**src/ofrp_pkg.sv**
```systemverilog
// Shared types, codes and helpers of the object file record parser.
// No dependencies; the parser, the result queue and the top level import this package.
package ofrp_pkg;

    localparam int LABEL_CHARS_DEF = 32;
    localparam int RES_QUEUE_DEPTH = 4;

    typedef enum logic [3:0] {
        KIND_RELOC     = 4'd0,
        KIND_IMPORT    = 4'd1,
        KIND_EXPORT    = 4'd2,
        KIND_BSS       = 4'd3,
        KIND_LABEL     = 4'd4,
        KIND_SEG_HEAD  = 4'd5,
        KIND_SEG_BYTE  = 4'd6,
        KIND_DONE      = 4'd7,
        KIND_ERROR     = 4'd8
    } t_kind;

    typedef enum logic [2:0] {
        ERR_NONE        = 3'd0,
        ERR_MAGIC       = 3'd1,
        ERR_RELOC_LEN   = 3'd2,
        ERR_BSS_LEN     = 3'd3,
        ERR_HDR_OVERRUN = 3'd4,
        ERR_SEG_TYPE    = 3'd5,
        ERR_SEG_OVERRUN = 3'd6,
        ERR_SHORT_REC   = 3'd7
    } t_err;

    // header record types
    localparam logic [7:0] REC_RELOC  = 8'd1;
    localparam logic [7:0] REC_IMPORT = 8'd2;
    localparam logic [7:0] REC_EXPORT = 8'd3;
    localparam logic [7:0] REC_BSS    = 8'd5;

    // fixed record lengths and minimum lengths
    localparam logic [7:0] RELOC_LEN  = 8'd8;
    localparam logic [7:0] BSS_LEN    = 8'd4;
    localparam logic [7:0] IMPORT_MIN = 8'd3;
    localparam logic [7:0] EXPORT_MIN = 8'd6;

    // segment types
    localparam logic [7:0] SEG_CODE = 8'd1;
    localparam logic [7:0] SEG_DATA = 8'd2;

    // file layout
    localparam logic [31:0] MAGIC_LAST    = 32'd5;
    localparam logic [31:0] SIZES_LAST    = 32'd13;
    localparam logic [31:0] DATA_BASE     = 32'd10;
    localparam logic [31:0] HDR_BASE      = 32'd14;
    localparam logic [3:0]  STEP_MAX      = 4'd15;

    typedef struct packed {
        t_kind       kind;
        logic [15:0] segment;
        logic [31:0] offset;
        logic [31:0] size;
        logic [15:0] ref_segment;
        logic [7:0]  flags;
        logic [1:0]  segment_type;
        logic [7:0]  data_byte;
        t_err        error_code;
    } t_result;

    // results of one parsed item: a record-like result, then done or error
    typedef struct packed {
        logic    prim_valid;
        t_result prim;
        logic    fin_valid;
        t_result fin;
    } t_emit;

    function automatic logic [7:0] magic_byte(input logic [2:0] idx);
        logic [7:0] v;
        case (idx)
            3'd0:    v = 8'h52;
            3'd1:    v = 8'h44;
            3'd2:    v = 8'h4F;
            3'd3:    v = 8'h46;
            3'd4:    v = 8'h46;
            3'd5:    v = 8'h32;
            default: v = 8'h00;
        endcase
        return v;
    endfunction

    function automatic logic [31:0] sat_add(input logic [31:0] a, input logic [31:0] b);
        logic [32:0] s;
        s = {1'b0, a} + {1'b0, b};
        return s[32] ? 32'hFFFF_FFFF : s[31:0];
    endfunction

endpackage

```
**src/ofrp_if.sv**
```systemverilog
// Valid/ready channel interfaces of the object file record parser.
// No dependencies: one interface for file bytes, one for parsed results.
interface ofrp_item_if;
    logic       valid;
    logic       ready;
    logic       start_of_file;
    logic [7:0] in_byte;

    modport source(output valid, output start_of_file, output in_byte, input ready);
    modport sink(input valid, input start_of_file, input in_byte, output ready);
endinterface

interface ofrp_result_if;
    logic        valid;
    logic        ready;
    logic [3:0]  kind;
    logic [15:0] segment;
    logic [31:0] offset;
    logic [31:0] size;
    logic [15:0] ref_segment;
    logic [7:0]  flags;
    logic [1:0]  segment_type;
    logic [7:0]  data_byte;
    logic [2:0]  error_code;

    modport source(output valid, output kind, output segment, output offset, output size,
                   output ref_segment, output flags, output segment_type, output data_byte,
                   output error_code, input ready);
    modport sink(input valid, input kind, input segment, input offset, input size,
                 input ref_segment, input flags, input segment_type, input data_byte,
                 input error_code, output ready);
endinterface

```
**src/ofrp_parser.sv**
```systemverilog
// Input register, parse state and per-byte decode of the record parser.
// Depends on ofrp_pkg; hands up to two results per byte to the result queue.
module ofrp_parser #(
    parameter int LABEL_CHARS = ofrp_pkg::LABEL_CHARS_DEF
) (
    input  logic             i_clk,
    input  logic             i_rst_n,
    input  logic             i_in_valid,
    input  logic             i_start_of_file,
    input  logic [7:0]       i_in_byte,
    output logic             o_in_ready,
    input  logic             i_room,
    output ofrp_pkg::t_emit  o_emit
);
    import ofrp_pkg::*;

    localparam int LCW = $clog2(LABEL_CHARS);
    localparam logic [LCW-1:0] LABEL_MAX = LCW'(LABEL_CHARS - 1);

    typedef enum logic [2:0] {
        PH_MAGIC, PH_SIZES, PH_RTYPE, PH_RLEN, PH_RBODY, PH_SHEAD, PH_SDATA, PH_IDLE
    } t_phase;

    // input register
    logic        r_in_valid;
    logic        r_start;
    logic [7:0]  r_byte;

    // parse state
    t_phase           r_phase,        n_phase,        c_phase;
    logic [31:0]      r_pos,          n_pos,          c_pos;
    logic [31:0]      r_data_end,     n_data_end,     c_data_end;
    logic [31:0]      r_header_end,   n_header_end,   c_header_end;
    logic [7:0]       r_rec_kind,     n_rec_kind,     c_rec_kind;
    logic [7:0]       r_rec_left,     n_rec_left,     c_rec_left;
    logic [31:0]      r_field_shift,  n_field_shift,  c_field_shift;
    logic [3:0]       r_field_step,   n_field_step,   c_field_step;
    logic [LCW-1:0]   r_label_count,  n_label_count,  c_label_count;
    logic             r_label_ended,  n_label_ended,  c_label_ended;
    logic [31:0]      r_bss_total,    n_bss_total,    c_bss_total;
    logic [15:0]      r_held_segment, n_held_segment, c_held_segment;
    logic [31:0]      r_held_offset,  n_held_offset,  c_held_offset;
    logic [7:0]       r_held_small,   n_held_small,   c_held_small;
    logic [31:0]      r_seg_left,     n_seg_left,     c_seg_left;

    logic        accept;
    logic        fire;
    logic [31:0] np;
    logic [31:0] b32;
    logic [3:0]  st;
    logic [3:0]  st_m1;
    logic [3:0]  st_m2;
    logic [3:0]  st_m6;
    logic [3:0]  pos_m6;
    logic [3:0]  pos_m10;
    logic        do_hdr_bnd;
    logic        do_seg_bnd;
    logic        do_label;
    logic        e_fail;
    t_err        e_code;
    logic        prim_v;
    t_result     prim;
    logic        fin_v;
    t_result     fin;

    assign fire       = r_in_valid && i_room;
    assign o_in_ready = !r_in_valid || i_room;
    assign accept     = i_in_valid && o_in_ready;

    // a start flag clears everything before this byte is parsed
    always_comb begin
        c_phase        = r_start ? PH_MAGIC : r_phase;
        c_pos          = r_start ? '0 : r_pos;
        c_data_end     = r_start ? '0 : r_data_end;
        c_header_end   = r_start ? '0 : r_header_end;
        c_rec_kind     = r_start ? '0 : r_rec_kind;
        c_rec_left     = r_start ? '0 : r_rec_left;
        c_field_shift  = r_start ? '0 : r_field_shift;
        c_field_step   = r_start ? '0 : r_field_step;
        c_label_count  = r_start ? '0 : r_label_count;
        c_label_ended  = r_start ? 1'b0 : r_label_ended;
        c_bss_total    = r_start ? '0 : r_bss_total;
        c_held_segment = r_start ? '0 : r_held_segment;
        c_held_offset  = r_start ? '0 : r_held_offset;
        c_held_small   = r_start ? '0 : r_held_small;
        c_seg_left     = r_start ? '0 : r_seg_left;
    end

    assign np      = (c_pos == 32'hFFFF_FFFF) ? c_pos : c_pos + 32'd1;
    assign b32     = {24'd0, r_byte};
    assign st      = c_field_step;
    assign st_m1   = st - 4'd1;
    assign st_m2   = st - 4'd2;
    assign st_m6   = st - 4'd6;
    assign pos_m6  = c_pos[3:0] - 4'd6;
    assign pos_m10 = c_pos[3:0] - 4'd10;

    always_comb begin
        n_phase        = c_phase;
        n_pos          = c_pos;
        n_data_end     = c_data_end;
        n_header_end   = c_header_end;
        n_rec_kind     = c_rec_kind;
        n_rec_left     = c_rec_left;
        n_field_shift  = c_field_shift;
        n_field_step   = c_field_step;
        n_label_count  = c_label_count;
        n_label_ended  = c_label_ended;
        n_bss_total    = c_bss_total;
        n_held_segment = c_held_segment;
        n_held_offset  = c_held_offset;
        n_held_small   = c_held_small;
        n_seg_left     = c_seg_left;
        do_hdr_bnd     = 1'b0;
        do_seg_bnd     = 1'b0;
        do_label       = 1'b0;
        e_fail         = 1'b0;
        e_code         = ERR_NONE;
        prim_v         = 1'b0;
        prim           = '0;
        fin_v          = 1'b0;
        fin            = '0;

        if (c_phase != PH_IDLE) begin
            n_pos = np;
        end

        case (c_phase)
            PH_MAGIC: begin
                if (c_pos > MAGIC_LAST || r_byte != magic_byte(c_pos[2:0])) begin
                    e_fail = 1'b1;
                    e_code = ERR_MAGIC;
                end else if (c_pos == MAGIC_LAST) begin
                    n_phase = PH_SIZES;
                end
            end
            PH_SIZES: begin
                if (c_pos >= 32'd6 && c_pos <= 32'd9) begin
                    n_data_end = c_data_end | (b32 << {pos_m6[1:0], 3'b000});
                end else if (c_pos >= 32'd10 && c_pos <= SIZES_LAST) begin
                    n_header_end = c_header_end | (b32 << {pos_m10[1:0], 3'b000});
                end
                if (c_pos >= SIZES_LAST) begin
                    n_data_end   = sat_add(n_data_end, DATA_BASE);
                    n_header_end = sat_add(n_header_end, HDR_BASE);
                    do_hdr_bnd   = 1'b1;
                end
            end
            PH_RTYPE: begin
                n_rec_kind = r_byte;
                n_phase    = PH_RLEN;
            end
            PH_RLEN: begin
                n_field_step   = '0;
                n_field_shift  = '0;
                n_held_segment = '0;
                n_held_offset  = '0;
                n_held_small   = '0;
                n_label_count  = '0;
                n_label_ended  = 1'b0;
                n_rec_left     = r_byte;
                if (c_rec_kind == REC_RELOC && r_byte != RELOC_LEN) begin
                    e_fail = 1'b1;
                    e_code = ERR_RELOC_LEN;
                end else if (c_rec_kind == REC_BSS && r_byte != BSS_LEN) begin
                    e_fail = 1'b1;
                    e_code = ERR_BSS_LEN;
                end else if ((c_rec_kind == REC_IMPORT && r_byte < IMPORT_MIN) ||
                             (c_rec_kind == REC_EXPORT && r_byte < EXPORT_MIN)) begin
                    e_fail = 1'b1;
                    e_code = ERR_SHORT_REC;
                end else if (r_byte == 8'd0) begin
                    do_hdr_bnd = 1'b1;
                end else begin
                    n_phase = PH_RBODY;
                end
            end
            PH_RBODY: begin
                if (st < STEP_MAX) begin
                    n_field_step = st + 4'd1;
                end
                n_rec_left = c_rec_left - 8'd1;
                case (c_rec_kind)
                    REC_RELOC: begin
                        if (st == 4'd0) begin
                            n_held_segment = {8'd0, r_byte};
                        end else if (st <= 4'd4) begin
                            n_held_offset = c_held_offset | (b32 << {st_m1[1:0], 3'b000});
                        end else if (st == 4'd5) begin
                            n_held_small = r_byte;
                        end else if (st == 4'd6) begin
                            n_field_shift = b32;
                        end else if (st == 4'd7) begin
                            n_field_shift     = c_field_shift | (b32 << 8);
                            prim_v            = 1'b1;
                            prim.kind         = KIND_RELOC;
                            prim.segment      = c_held_segment;
                            prim.offset       = c_held_offset;
                            prim.size         = {24'd0, c_held_small};
                            prim.ref_segment  = n_field_shift[15:0];
                        end
                    end
                    REC_IMPORT: begin
                        if (st == 4'd1) begin
                            n_held_segment = {8'd0, r_byte};
                        end else if (st == 4'd2) begin
                            n_held_segment = c_held_segment | {r_byte, 8'd0};
                            prim_v         = 1'b1;
                            prim.kind      = KIND_IMPORT;
                            prim.segment   = n_held_segment;
                        end else if (st >= 4'd3) begin
                            do_label = 1'b1;
                        end
                    end
                    REC_EXPORT: begin
                        if (st == 4'd0) begin
                            n_held_small = r_byte;
                        end else if (st == 4'd1) begin
                            n_held_segment = {8'd0, r_byte};
                        end else if (st <= 4'd5) begin
                            n_held_offset = c_held_offset | (b32 << {st_m2[1:0], 3'b000});
                            if (st == 4'd5) begin
                                prim_v       = 1'b1;
                                prim.kind    = KIND_EXPORT;
                                prim.segment = c_held_segment;
                                prim.offset  = n_held_offset;
                                prim.flags   = c_held_small;
                            end
                        end else begin
                            do_label = 1'b1;
                        end
                    end
                    REC_BSS: begin
                        if (st <= 4'd3) begin
                            n_field_shift = c_field_shift | (b32 << {st[1:0], 3'b000});
                            if (st == 4'd3) begin
                                n_bss_total = c_bss_total + n_field_shift;
                                prim_v      = 1'b1;
                                prim.kind   = KIND_BSS;
                                prim.size   = n_field_shift;
                            end
                        end
                    end
                    default: begin
                    end
                endcase
                // label chars: stop at a zero byte or when the label is full
                if (do_label && !c_label_ended && c_label_count < LABEL_MAX) begin
                    if (r_byte == 8'd0) begin
                        n_label_ended = 1'b1;
                    end else begin
                        prim_v         = 1'b1;
                        prim.kind      = KIND_LABEL;
                        prim.segment   = c_held_segment;
                        prim.data_byte = r_byte;
                        n_label_count  = c_label_count + 1'b1;
                    end
                end
                if (n_rec_left == 8'd0) begin
                    do_hdr_bnd = 1'b1;
                end
            end
            PH_SHEAD: begin
                if (st < STEP_MAX) begin
                    n_field_step = st + 4'd1;
                end
                if (st == 4'd0) begin
                    n_held_small = r_byte;
                end else if (st == 4'd1) begin
                    if (r_byte != 8'd0) begin
                        n_held_small = '0;
                    end
                end else if (st == 4'd2) begin
                    n_held_segment = {8'd0, r_byte};
                end else if (st == 4'd3) begin
                    n_held_segment = c_held_segment | {r_byte, 8'd0};
                end else if (st >= 4'd6 && st <= 4'd9) begin
                    n_seg_left = c_seg_left | (b32 << {st_m6[1:0], 3'b000});
                    if (st == 4'd9) begin
                        if (n_seg_left == 32'd0) begin
                            do_seg_bnd = 1'b1;
                        end else if (c_held_small != SEG_CODE && c_held_small != SEG_DATA) begin
                            e_fail = 1'b1;
                            e_code = ERR_SEG_TYPE;
                        end else begin
                            prim_v            = 1'b1;
                            prim.kind         = KIND_SEG_HEAD;
                            prim.segment      = c_held_segment;
                            prim.size         = n_seg_left;
                            prim.segment_type = c_held_small[1:0];
                            n_held_offset     = '0;
                            n_phase           = PH_SDATA;
                        end
                    end
                end
            end
            PH_SDATA: begin
                prim_v         = 1'b1;
                prim.kind      = KIND_SEG_BYTE;
                prim.segment   = c_held_segment;
                prim.offset    = c_held_offset;
                prim.data_byte = r_byte;
                n_held_offset  = c_held_offset + 32'd1;
                n_seg_left     = c_seg_left - 32'd1;
                if (n_seg_left == 32'd0) begin
                    do_seg_bnd = 1'b1;
                end
            end
            default: begin
            end
        endcase

        // header end: reached exactly starts the segments, past it is an overrun
        if (do_hdr_bnd) begin
            if (np == n_header_end) begin
                do_seg_bnd = 1'b1;
            end else if (np > n_header_end) begin
                e_fail = 1'b1;
                e_code = ERR_HDR_OVERRUN;
            end else begin
                n_phase = PH_RTYPE;
            end
        end

        // data end: reached exactly finishes the file, past it is an overrun
        if (do_seg_bnd) begin
            if (np == n_data_end) begin
                fin_v    = 1'b1;
                fin.kind = KIND_DONE;
                fin.size = n_bss_total;
                n_phase  = PH_IDLE;
            end else if (np > n_data_end) begin
                e_fail = 1'b1;
                e_code = ERR_SEG_OVERRUN;
            end else begin
                n_phase        = PH_SHEAD;
                n_field_step   = '0;
                n_held_small   = '0;
                n_held_segment = '0;
                n_seg_left     = '0;
            end
        end

        if (e_fail) begin
            fin_v          = 1'b1;
            fin            = '0;
            fin.kind       = KIND_ERROR;
            fin.error_code = e_code;
            n_phase        = PH_IDLE;
        end
    end

    always_comb begin
        o_emit.prim_valid = fire && prim_v;
        o_emit.prim       = prim;
        o_emit.fin_valid  = fire && fin_v;
        o_emit.fin        = fin;
    end

    always_ff @(posedge i_clk) begin
        if (!i_rst_n) begin
            r_in_valid     <= 1'b0;
            r_start        <= 1'b0;
            r_byte         <= '0;
            r_phase        <= PH_MAGIC;
            r_pos          <= '0;
            r_data_end     <= '0;
            r_header_end   <= '0;
            r_rec_kind     <= '0;
            r_rec_left     <= '0;
            r_field_shift  <= '0;
            r_field_step   <= '0;
            r_label_count  <= '0;
            r_label_ended  <= 1'b0;
            r_bss_total    <= '0;
            r_held_segment <= '0;
            r_held_offset  <= '0;
            r_held_small   <= '0;
            r_seg_left     <= '0;
        end else begin
            if (accept) begin
                r_in_valid <= 1'b1;
                r_start    <= i_start_of_file;
                r_byte     <= i_in_byte;
            end else if (fire) begin
                r_in_valid <= 1'b0;
            end
            if (fire) begin
                r_phase        <= n_phase;
                r_pos          <= n_pos;
                r_data_end     <= n_data_end;
                r_header_end   <= n_header_end;
                r_rec_kind     <= n_rec_kind;
                r_rec_left     <= n_rec_left;
                r_field_shift  <= n_field_shift;
                r_field_step   <= n_field_step;
                r_label_count  <= n_label_count;
                r_label_ended  <= n_label_ended;
                r_bss_total    <= n_bss_total;
                r_held_segment <= n_held_segment;
                r_held_offset  <= n_held_offset;
                r_held_small   <= n_held_small;
                r_seg_left     <= n_seg_left;
            end
        end
    end

endmodule

```
**src/ofrp_out_fifo.sv**
```systemverilog
// Record parser result queue: takes up to two results a cycle, gives one on ready.
// Depends on ofrp_pkg for the result types and the queue depth.
module ofrp_out_fifo (
    input  logic              i_clk,
    input  logic              i_rst_n,
    input  ofrp_pkg::t_emit   i_emit,
    output logic              o_room,
    output logic              o_valid,
    output ofrp_pkg::t_result o_data,
    input  logic              i_ready
);
    import ofrp_pkg::*;

    localparam int PW = $clog2(RES_QUEUE_DEPTH);
    localparam int CW = $clog2(RES_QUEUE_DEPTH + 1);
    localparam logic [CW-1:0] ROOM_LIMIT = CW'(RES_QUEUE_DEPTH - 2);

    t_result         r_mem [RES_QUEUE_DEPTH];
    logic [PW-1:0]   r_wptr, n_wptr;
    logic [PW-1:0]   r_rptr;
    logic [CW-1:0]   r_count, n_count;
    logic [PW-1:0]   fin_addr;
    logic            pop;

    assign o_valid  = (r_count != '0);
    assign o_data   = r_mem[r_rptr];
    assign o_room   = (r_count <= ROOM_LIMIT);
    assign pop      = o_valid && i_ready;
    assign fin_addr = r_wptr + PW'(i_emit.prim_valid);

    always_comb begin
        n_wptr  = r_wptr + PW'(i_emit.prim_valid) + PW'(i_emit.fin_valid);
        n_count = r_count + CW'(i_emit.prim_valid) + CW'(i_emit.fin_valid) - CW'(pop);
    end

    // payload entries hold without reset
    always_ff @(posedge i_clk) begin
        if (i_emit.prim_valid) begin
            r_mem[r_wptr] <= i_emit.prim;
        end
        if (i_emit.fin_valid) begin
            r_mem[fin_addr] <= i_emit.fin;
        end
    end

    always_ff @(posedge i_clk) begin
        if (!i_rst_n) begin
            r_wptr  <= '0;
            r_rptr  <= '0;
            r_count <= '0;
        end else begin
            r_wptr  <= n_wptr;
            r_count <= n_count;
            if (pop) begin
                r_rptr <= r_rptr + 1'b1;
            end
        end
    end

endmodule

```
**src/object_file_record_parser_top.sv**
```systemverilog
// Object file record parser: streaming parse of an object file, one byte per item.
// Depends on ofrp_pkg, ofrp_if, ofrp_parser and ofrp_out_fifo.
//
// Usage:
//  - i_item carries one file byte per item; start_of_file marks byte 0 of a
//    new file and restarts the parse. Bytes without a start flag after reset
//    are parsed as a file that begins at byte 0.
//  - o_result carries parsed results: relocation, import, export and BSS
//    records, label chars, segment headers, segment data bytes, a done
//    result with the BSS total, or a numbered error. After done or an error
//    bytes give nothing until the next start flag.
//  - Path: an accepted byte is held in the input register, then parsed from it
//    into the result queue, from which its results are offered.
//  - Throughput: one byte per cycle while bytes give at most one result and the
//    receiver takes them; a byte that gives two results (a record followed by done
//    or an error) takes longer to drain through the single-ported result output.
//  - Stall: the result queue holds four results; when fewer than two slots
//    are free, the parser holds its input register and i_item.ready drops
//    once that register is full. Nothing is dropped.
//  - Reset (synchronous, active low) empties the queue and input register
//    and returns the parser to the magic check.
module object_file_record_parser_top #(
    parameter int LABEL_CHARS = ofrp_pkg::LABEL_CHARS_DEF
) (
    input  logic          i_clk,
    input  logic          i_rst_n,
    ofrp_item_if.sink     i_item,
    ofrp_result_if.source o_result
);
    import ofrp_pkg::*;

    t_emit   emit;
    logic    room;
    t_result head;

    // input register, parse state and decode
    ofrp_parser #(
        .LABEL_CHARS(LABEL_CHARS)
    ) u_parser (
        .i_clk           (i_clk),
        .i_rst_n         (i_rst_n),
        .i_in_valid      (i_item.valid),
        .i_start_of_file (i_item.start_of_file),
        .i_in_byte       (i_item.in_byte),
        .o_in_ready      (i_item.ready),
        .i_room          (room),
        .o_emit          (emit)
    );

    // result queue decouples a stalled receiver from the byte stream
    ofrp_out_fifo u_queue (
        .i_clk   (i_clk),
        .i_rst_n (i_rst_n),
        .i_emit  (emit),
        .o_room  (room),
        .o_valid (o_result.valid),
        .o_data  (head),
        .i_ready (o_result.ready)
    );

    // unpack the head result onto the channel
    assign o_result.kind         = head.kind;
    assign o_result.segment      = head.segment;
    assign o_result.offset       = head.offset;
    assign o_result.size         = head.size;
    assign o_result.ref_segment  = head.ref_segment;
    assign o_result.flags        = head.flags;
    assign o_result.segment_type = head.segment_type;
    assign o_result.data_byte    = head.data_byte;
    assign o_result.error_code   = head.error_code;

endmodule

```
**src/flat_wrapper.sv**
```systemverilog
// flat-port wrapper written by rule: the top's interface ports become plain ports
module object_file_record_parser_top_flat import ofrp_pkg::*;
#(
    parameter int LABEL_CHARS = ofrp_pkg::LABEL_CHARS_DEF
)
  (i_clk, i_rst_n, i_item_valid, i_item_start_of_file, i_item_in_byte, i_item_ready, o_result_valid, o_result_kind, o_result_segment, o_result_offset, o_result_size, o_result_ref_segment, o_result_flags, o_result_segment_type, o_result_data_byte, o_result_error_code, o_result_ready);
  ofrp_item_if i_item_i ();
  ofrp_result_if o_result_i ();
  input  logic i_clk;
  input  logic i_rst_n;
  input wire logic [$bits(i_item_i.valid)-1:0] i_item_valid;
  input wire logic [$bits(i_item_i.start_of_file)-1:0] i_item_start_of_file;
  input wire logic [$bits(i_item_i.in_byte)-1:0] i_item_in_byte;
  output wire logic [$bits(i_item_i.ready)-1:0] i_item_ready;
  output wire logic [$bits(o_result_i.valid)-1:0] o_result_valid;
  output wire logic [$bits(o_result_i.kind)-1:0] o_result_kind;
  output wire logic [$bits(o_result_i.segment)-1:0] o_result_segment;
  output wire logic [$bits(o_result_i.offset)-1:0] o_result_offset;
  output wire logic [$bits(o_result_i.size)-1:0] o_result_size;
  output wire logic [$bits(o_result_i.ref_segment)-1:0] o_result_ref_segment;
  output wire logic [$bits(o_result_i.flags)-1:0] o_result_flags;
  output wire logic [$bits(o_result_i.segment_type)-1:0] o_result_segment_type;
  output wire logic [$bits(o_result_i.data_byte)-1:0] o_result_data_byte;
  output wire logic [$bits(o_result_i.error_code)-1:0] o_result_error_code;
  input wire logic [$bits(o_result_i.ready)-1:0] o_result_ready;
  assign i_item_i.valid = i_item_valid;
  assign i_item_i.start_of_file = i_item_start_of_file;
  assign i_item_i.in_byte = i_item_in_byte;
  assign i_item_ready = i_item_i.ready;
  assign o_result_valid = o_result_i.valid;
  assign o_result_kind = o_result_i.kind;
  assign o_result_segment = o_result_i.segment;
  assign o_result_offset = o_result_i.offset;
  assign o_result_size = o_result_i.size;
  assign o_result_ref_segment = o_result_i.ref_segment;
  assign o_result_flags = o_result_i.flags;
  assign o_result_segment_type = o_result_i.segment_type;
  assign o_result_data_byte = o_result_i.data_byte;
  assign o_result_error_code = o_result_i.error_code;
  assign o_result_i.ready = o_result_ready;
  object_file_record_parser_top #(.LABEL_CHARS(LABEL_CHARS)) u_core (.i_clk(i_clk), .i_rst_n(i_rst_n), .i_item(i_item_i), .o_result(o_result_i));
endmodule
```
**config.mk**
```make
export PLATFORM = sky130hd
export DESIGN_NAME = object_file_record_parser_top_flat
export DESIGN_NICKNAME = d
export VERILOG_FILES = /design/src/ofrp_pkg.sv /design/src/ofrp_if.sv /design/src/ofrp_parser.sv /design/src/ofrp_out_fifo.sv /design/src/object_file_record_parser_top.sv /design/src/flat_wrapper.sv
export SDC_FILE = /design/constraint.sdc
export NUM_CORES = 2
export LEC_CHECK = 0
export ABC_AREA = 1
export BUFFER_PORTS_ARGS = -buffer_cell sky130_fd_sc_hd__buf_2
export CORE_MARGIN = 4
export CORE_UTILIZATION = 30
export DETAILED_ROUTE_END_ITERATION = 7
export REMOVE_ABC_BUFFERS = 1
export SLEW_MARGIN = 20
export SYNTH_ARGS = -nofsm -noshare
export SYNTH_HDL_FRONTEND = slang
export SYNTH_SLANG_ARGS = --single-unit
```
**constraint.sdc**
```tcl
create_clock -name i_clk -period 15.3 [get_ports i_clk]
set_input_delay 2.295 -clock i_clk [delete_from_list [all_inputs] [get_ports i_clk]]
set_output_delay 2.295 -clock i_clk [all_outputs]
set_load 0.005 [all_outputs]
```
# Yosys cells after proc, flatten, opt, wreduce, memory -nomap -nowiden
# Memory sizes are Yosys's and may differ from the RTL's. A register that Yosys moved wholly into a read port is not among the register bits.
# Index checks and enable logic that the tools add are counted.
[word_totals]
output_inout_bits = 123
mem_count = 1
ram_bits = 484
reg_bits = 294
in_bits = 13
[classes]
add_sub_neg = 20
n_mux = 291
n_shift = 6
n_eq_ne = 32
reduce_logical = 32
bitwise_logic = 8
order_cmp = 19
[memory_table]
columns = ["name", "words", "word_bits", "rd", "rd_ports_with_merged_regs", "wr", "line", "source"]
rows = [
  ["u_core.u_queue.r_mem", 4, 121, 1, 1, 2, "ofrp_out_fifo.sv:18", "t_result r_mem [RES_QUEUE_DEPTH];"],
]
[op_table]
columns = ["operator", "count"]
rows = [
  ["32-bit two-way mux", 63],
  ["32-bit case mux with 2 select lines", 8],
  ["100-bit two-way mux", 4],
  ["16-bit two-way mux", 14],
  ["32-bit OR", 6],
  ["8-bit by 5-bit << shifter with 32-bit output", 6],
  ["20-bit two-way mux", 9],
  ["8-bit two-way mux", 22],
  ["52-bit two-way mux", 3],
  ["16-bit case mux with 3 select lines", 3],
  ["32-bit case mux with 4 select lines", 1],
  ["3-bit two-way mux", 41],
  ["121-bit two-way mux", 1],
  ["96-bit two-way mux", 1],
  ["1-bit two-way mux", 77],
  ["32-bit by 4-bit adder with 33-bit output (second input constant)", 2],
  ["32-bit by 1-bit adder with 32-bit output (second input constant)", 2],
  ["32-bit equality test", 2],
  ["32-bit by 4-bit greater-or-equal comparator with 1-bit output (second input constant)", 2],
  ["32-bit greater-than comparator", 2],
  ["32-bit by 4-bit <= comparator with 1-bit output (second input constant)", 2],
  ["32-bit logical NOT", 2],
  ["20-bit case mux with 3 select lines", 1],
  ["50-bit two-way mux", 1],
  ["other kinds (70)", 133],
]

# Logic depth before layout (Yosys ltp)
[depth]
ltp_word = 23
depth_mapped = 48
ltp_nobuf = 43

# Modules after synthesis
# Synthesis repeated with hierarchy kept, for this count alone.
[unflattened]
hier_cells = 7382
area_unflattened_um2 = 52882.0
[modules_own_cells]
columns = ["mod", "cells_each", "area_each_um2", "n_inst"]
rows = [
  ["ofrp_parser", 4948, 28976.5, 1],
  ["ofrp_out_fifo", 2434, 23905.4, 1],
]

# Least setup slack after synthesis
# Ideal clock, no wire load.
[synth_timing]
path_kind = "reg2reg"
from = "register u_core.u_parser.r_start"
to = "memory u_core.u_queue.r_mem[0][0] (netlist bit) (enable)"
n_path_buf = 6
t_arrival_ns = 5.900
slack_ns = 8.875
stages_incl_launch_ff = 39
setup_ns = 0.524
path_cell_list = "dfxtp_1 -> buf_4 -> nor2_1 -> inv_1 -> clkbuf_1 -> ha_1 -> nand2_1 -> inv_1 -> nor2_1 -> nor2_1 -> nor2_2 -> nand3_4 -> buf_6 -> o21ai_1 -> nand2_1 -> nor2_2 -> inv_2 -> nor2_2 -> [... 3 more ...] -> buf_6 -> nand3_1 -> nand2_1 -> ha_1 -> nand2_1 -> nor2_1 -> nand2_1 -> nor4_1 -> nand2_1 -> a21boi_0 -> a21oi_1 -> o2111ai_1 -> nand2_2 -> nand2_4 -> nand3_1 -> buf_2 -> buf_4 -> nand2_1"
[synth_lines]
columns = ["element", "line", "source"]
rows = [
  ["from (decl)", "ofrp_parser.sv:26", "logic r_start;"],
  ["from (signal assigned)", "ofrp_parser.sv:383", "r_start <= i_start_of_file;"],
  ["to (decl)", "ofrp_out_fifo.sv:18", ""],
]

==> insert_results.sql <==
INSERT INTO impl_metrics (metric_group, metric, value, unit) VALUES
('final_layout', 'area_growth_syn_to_layout', '10.16', '%'),
('cts', 'tritoncts_num_sinks', '780', ''),
('timing', 'post_route_fraction_of_the_period_consumed_by_the_critical_path', '65.62', '%'),
('cts', 'post_cts_buffers', '0', ''),
('timing', 'hold-worst-slack', '459.1', 'ps'),
('global_routing', 'grt_usage', '23.55', '%'),
('timing', 'worst_slew_pin_slew', '1110', 'ps'),
('power', 'power_density', '122.2', 'nW/um^2'),
('synth', 'edff_count_synth', '156', ''),
('final_layout', 'multi_input_area', '30190', 'sq um'),
('job', 'drv_cap', '0', ''),
('min_path', 'hold-path-cell-count', '2', ''),
('cts', 'cts_tree', 'yes', ''),
('power', 'max-vdd-ir-drop', '0.09234', 'mV'),
('cts', 'cts_resized', '0', ''),
('timing', 'final_hold_fails', '0', ''),
('timing', 'minimum_clock_period', '10040', 'ps'),
('worst_setup_path', 'worst_r2r_endpoint', 'u_core.u_queue.r_mem[3][118]$_DFFE_PP_', ''),
('final_layout', 'final_cell_count_no_fill', '10860', ''),
('floorplanning', 'rows', '154', ''),
('floorplanning', 'pin_count', '136', ''),
('routing', 'postRouteAntennaNets', '0', ''),
('floorplanning', 'initial_core_utilization', '30.30', '%'),
('worst_setup_path', 'r2r_setup_slack', '5260', 'ps'),
('cts', 'cts_root_buf', 'sky130_fd_sc_hd__clkbuf_16', ''),
('cts', 'cts_h_tree_depth', '3', ''),
('worst_setup_path', 'timing.rr.start', 'u_core.u_parser.r_start$_SDFFE_PN0P_', ''),
('synth', 'ys.warnings.count', '0', ''),
('worst_setup_path', 'timing.critical_path.slowest_stage_cell', 'sky130_fd_sc_hd__buf_4', ''),
('routing', 'vias', '58850', ''),
('synth', 'yosys_register_bits', '780', ''),
('routing', 'routed_wl', '228400', 'microns'),
('cts', 'postCtsHoldBufs', '0', ''),
('final_layout', 'drive_above_1_share', '6.003', '%'),
('global_routing', 'grt.overflow.total', '0', ''),
('worst_setup_path', 'critPathKind', 'reg -> reg', ''),
('floorplanning', 'fp.dieArea', '185500', 'sq um'),
('placed_design', 'post-place-cells', '10670', ''),
('routing', 'avgRoutedWirePerCell', '21.04', 'microns'),
('synth', 'synth_top_flop_cell', 'sky130_fd_sc_hd__dfxtp_1', ''),
('synth', 'synth-async-reset-ratio', '0', '%'),
('synth', 'syn_inst', '8640', ''),
('timing', 'relSlewSlack', '25.24', '%'),
('timing', 'clock_skew', '83.59', 'ps'),
('final_layout', 'fillCellCount', '19390', ''),
('status', 'status', 'finished clean', ''),
('worst_setup_path', 'critical-path-max-stage-delay', '840', 'ps'),
('worst_setup_path', 'cp-end-kind', 'register', ''),
('cts', 'clkTransAtPathRegs', '60', 'ps'),
('global_routing', 'grt_antenna_before_repair', '3', ''),
('worst_setup_path', 'maximum_fanout_count_along_the_critical_path', '72', ''),
('synth', 'syn_area', '53590', 'sq um'),
('cts', 'cts-root-to-sink-buffers', '3', ''),
('timing', 'grt_setup_unrepaired', 'no', ''),
('synth', 'syn-mean-instance-area', '6.203', 'sq um'),
('worst_setup_path', 'worst_path_most_repeated_cell', 'sky130_fd_sc_hd__nand2_1', ''),
('global_routing', 'grt_pass1_vias', '54090', ''),
('worst_setup_path', 'required_arrival_time_at_the_worst_endpoint', '15900', 'ps'),
('floorplanning', 'die_height', '430.7', 'microns'),
('worst_setup_path', 'crit_arrival', '10640', 'ps'),
('min_path', 'worst_hold_path_type', 'reg -> reg', ''),
('global_routing', 'global_route_wire_length_before_repair', '342800', 'microns'),
('routing', 'drt_iter0_drc', '6980', ''),
('routing', 'drcViolationCount', '0', ''),
('timing', 'setup_total_negative_slack', '0', 'ps'),
('cts', 'clk_latency', '770', 'ps'),
('routing', 'post_drt_via_cell_ratio', '5.422', ''),
('worst_setup_path', 'worstRegToRegCells', '37', ''),
('routing', 'drt_first_pass_iters', '6', ''),
('final_layout', 'seqCellArea', '17190', 'sq um'),
('power', 'power_leakage', '26.46', 'nW');
## stage by stage
step / utilization, % / setup WS [ps] / power [W] / cell area, sq um
global placement: 31.45 / 5799 / 0.004753 / 55640
global route: 33.37 / 4471 / 0.007575 / 59030
floorplan: - / -8901 / 0.003854 / 51180
detailed placement: 31.46 / 5440 / 0.004773 / 55650
finish: 33.38 / 5260 / 0.007216 / 59040
CTS: 33.35 / 5456 / 0.007212 / 58990
## sequential cells by signal (all words and copies together), names as in the netlist, 8 cells and up, named ones only
signal                          cells
u_core.u_parser.r_bss_total        32
u_core.u_parser.r_byte              8
u_core.u_parser.r_data_end         32
u_core.u_parser.r_field_shift      32
u_core.u_parser.r_header_end       32
u_core.u_parser.r_held_offset      32
u_core.u_parser.r_held_segment     16
u_core.u_parser.r_held_small        8
u_core.u_parser.r_pos              32
u_core.u_parser.r_rec_kind          8
u_core.u_parser.r_rec_left          8
u_core.u_parser.r_seg_left         32
u_core.u_queue.r_mem              484
## synthesized netlist by cell type, types with 10 or more instances
cell | count | share of area [%]
sky130_fd_sc_hd__o21ai_0 | 957 | 8.9
sky130_fd_sc_hd__a22oi_1 | 36 | 0.50
sky130_fd_sc_hd__o211ai_1 | 49 | 0.69
sky130_fd_sc_hd__o32ai_1 | 12 | 0.20
sky130_fd_sc_hd__clkinv_1 | 10 | 0.070
sky130_fd_sc_hd__o2111ai_1 | 12 | 0.20
sky130_fd_sc_hd__edfxtp_1 | 156 | 8.7
sky130_fd_sc_hd__o221ai_1 | 27 | 0.44
sky130_fd_sc_hd__buf_2 | 106 | 0.99
sky130_fd_sc_hd__nor3_1 | 76 | 0.71
sky130_fd_sc_hd__clkbuf_1 | 351 | 2.5
sky130_fd_sc_hd__o21ai_2 | 17 | 0.28
sky130_fd_sc_hd__buf_1 | 29 | 0.20
sky130_fd_sc_hd__o21ai_1 | 171 | 1.6
sky130_fd_sc_hd__nand3b_1 | 23 | 0.32
sky130_fd_sc_hd__buf_4 | 26 | 0.36
sky130_fd_sc_hd__dfxtp_1 | 624 | 23
sky130_fd_sc_hd__o31ai_1 | 24 | 0.34
sky130_fd_sc_hd__nor2_1 | 967 | 6.8
sky130_fd_sc_hd__nand4_1 | 251 | 2.9
sky130_fd_sc_hd__xnor2_1 | 27 | 0.44
sky130_fd_sc_hd__a21oi_1 | 466 | 4.4
sky130_fd_sc_hd__a31oi_1 | 29 | 0.34
sky130_fd_sc_hd__nor2_2 | 16 | 0.19
sky130_fd_sc_hd__inv_1 | 1019 | 7.1
sky130_fd_sc_hd__inv_2 | 26 | 0.18
sky130_fd_sc_hd__nand3_1 | 297 | 2.8
sky130_fd_sc_hd__xor2_1 | 50 | 0.82
sky130_fd_sc_hd__buf_6 | 23 | 0.48
sky130_fd_sc_hd__o22ai_1 | 163 | 1.9
sky130_fd_sc_hd__nand2_2 | 15 | 0.18
sky130_fd_sc_hd__a221oi_1 | 20 | 0.33
sky130_fd_sc_hd__nor4_1 | 24 | 0.28
sky130_fd_sc_hd__ha_1 | 115 | 2.7
sky130_fd_sc_hd__nand2_1 | 2341 | 16
## worst max path at each step
stage / start / slack (ps) / end
after floorplan: u_core.u_queue.r_count[1]$_SDFF_PN0_ / -8900 / u_core.u_queue.r_mem[0][0]$_DFFE_PP_
after global placement: u_core.u_parser.r_start$_SDFFE_PN0P_ / 5800 / u_core.u_queue.r_mem[3][54]$_DFFE_PP_
after detailed placement: u_core.u_parser.r_start$_SDFFE_PN0P_ / 5440 / u_core.u_queue.r_mem[3][2]$_DFFE_PP_
after CTS: u_core.u_parser.r_start$_SDFFE_PN0P_ / 5460 / u_core.u_queue.r_mem[3][60]$_DFFE_PP_
after global routing: u_core.u_parser.r_start$_SDFFE_PN0P_ / 4470 / u_core.u_queue.r_mem[3][118]$_DFFE_PP_
final: u_core.u_parser.r_start$_SDFFE_PN0P_ / 5260 / u_core.u_queue.r_mem[3][118]$_DFFE_PP_
## critical path: cells and delay by family (launching register included)
family	cells	cell delay, ps
and+or+nand+nor	21	4400
buffers and inverters	9	2810
AOI/OAI and AO/OA	5	1140
adders and majority gates	2	720
DFF	1	520
## final cells by class
class | count | share of cell area [%]
well taps | 2340 | 4.959
diodes | 3 | 0.01272
multi-input cells | 6269 | 51.13
clock inverters | 53 | 1.147
repair buffers | 226 | 2.361
inverters | 1056 | 6.757
flip-flops and latches | 780 | 29.11
clock buffers | 128 | 4.521
## placed cells by master, fill, tap and decap left out, types with 36 or more instances in the layout
master                      synthesis  routed
sky130_fd_sc_hd__nor3_1            76      76
sky130_fd_sc_hd__ha_1             115     115
sky130_fd_sc_hd__nand2_1         2341    2333
sky130_fd_sc_hd__a21oi_1          466     466
sky130_fd_sc_hd__o211ai_1          49      49
sky130_fd_sc_hd__inv_1           1019    1018
sky130_fd_sc_hd__o21ai_1          171     171
sky130_fd_sc_hd__o21ai_0          957     956
sky130_fd_sc_hd__clkbuf_16          0      98
sky130_fd_sc_hd__o22ai_1          163     163
sky130_fd_sc_hd__dfxtp_1          624     621
sky130_fd_sc_hd__xor2_1            50      50
sky130_fd_sc_hd__buf_2            106     134
sky130_fd_sc_hd__nand4_1          251     251
sky130_fd_sc_hd__edfxtp_1         156     156
sky130_fd_sc_hd__a22oi_1           36      36
sky130_fd_sc_hd__nor2_1           967     960
sky130_fd_sc_hd__buf_4             26      90
sky130_fd_sc_hd__nand3_1          297     295
## power by group
group	internal, W	switching (W)
clock network	0.00140	0.00103
registers	0.00224	0.0000972
logic	0.000647	0.00180
## per-layer routing
layer / vias up / track usage [%] / wire, microns
met5: - / 0 / 0
met4: 0 / 10.00 / 10690
met3: 507 / 3.534 / 18620
met2: 2754 / 38.18 / 103100
met1: 27630 / 31.18 / 96000
li1: 27970 / - / -
## cells by family (layout without fill, tap and decap cells)
logic type | count (synthesis) | after routing | share of synthesized area, %
fa+ha+maj | 118 | 118 | 2.797
xor+xnor | 77 | 77 | 1.258
compound gates | 2032 | 2032 | 20.86
other cells | 0 | 3 | 0
simple gates | 4042 | 4042 | 31.14
flops | 780 | 780 | 32.05
buf+inv | 1591 | 1463 | 11.90
Note: power is estimated with default switching activity, not from simulation.
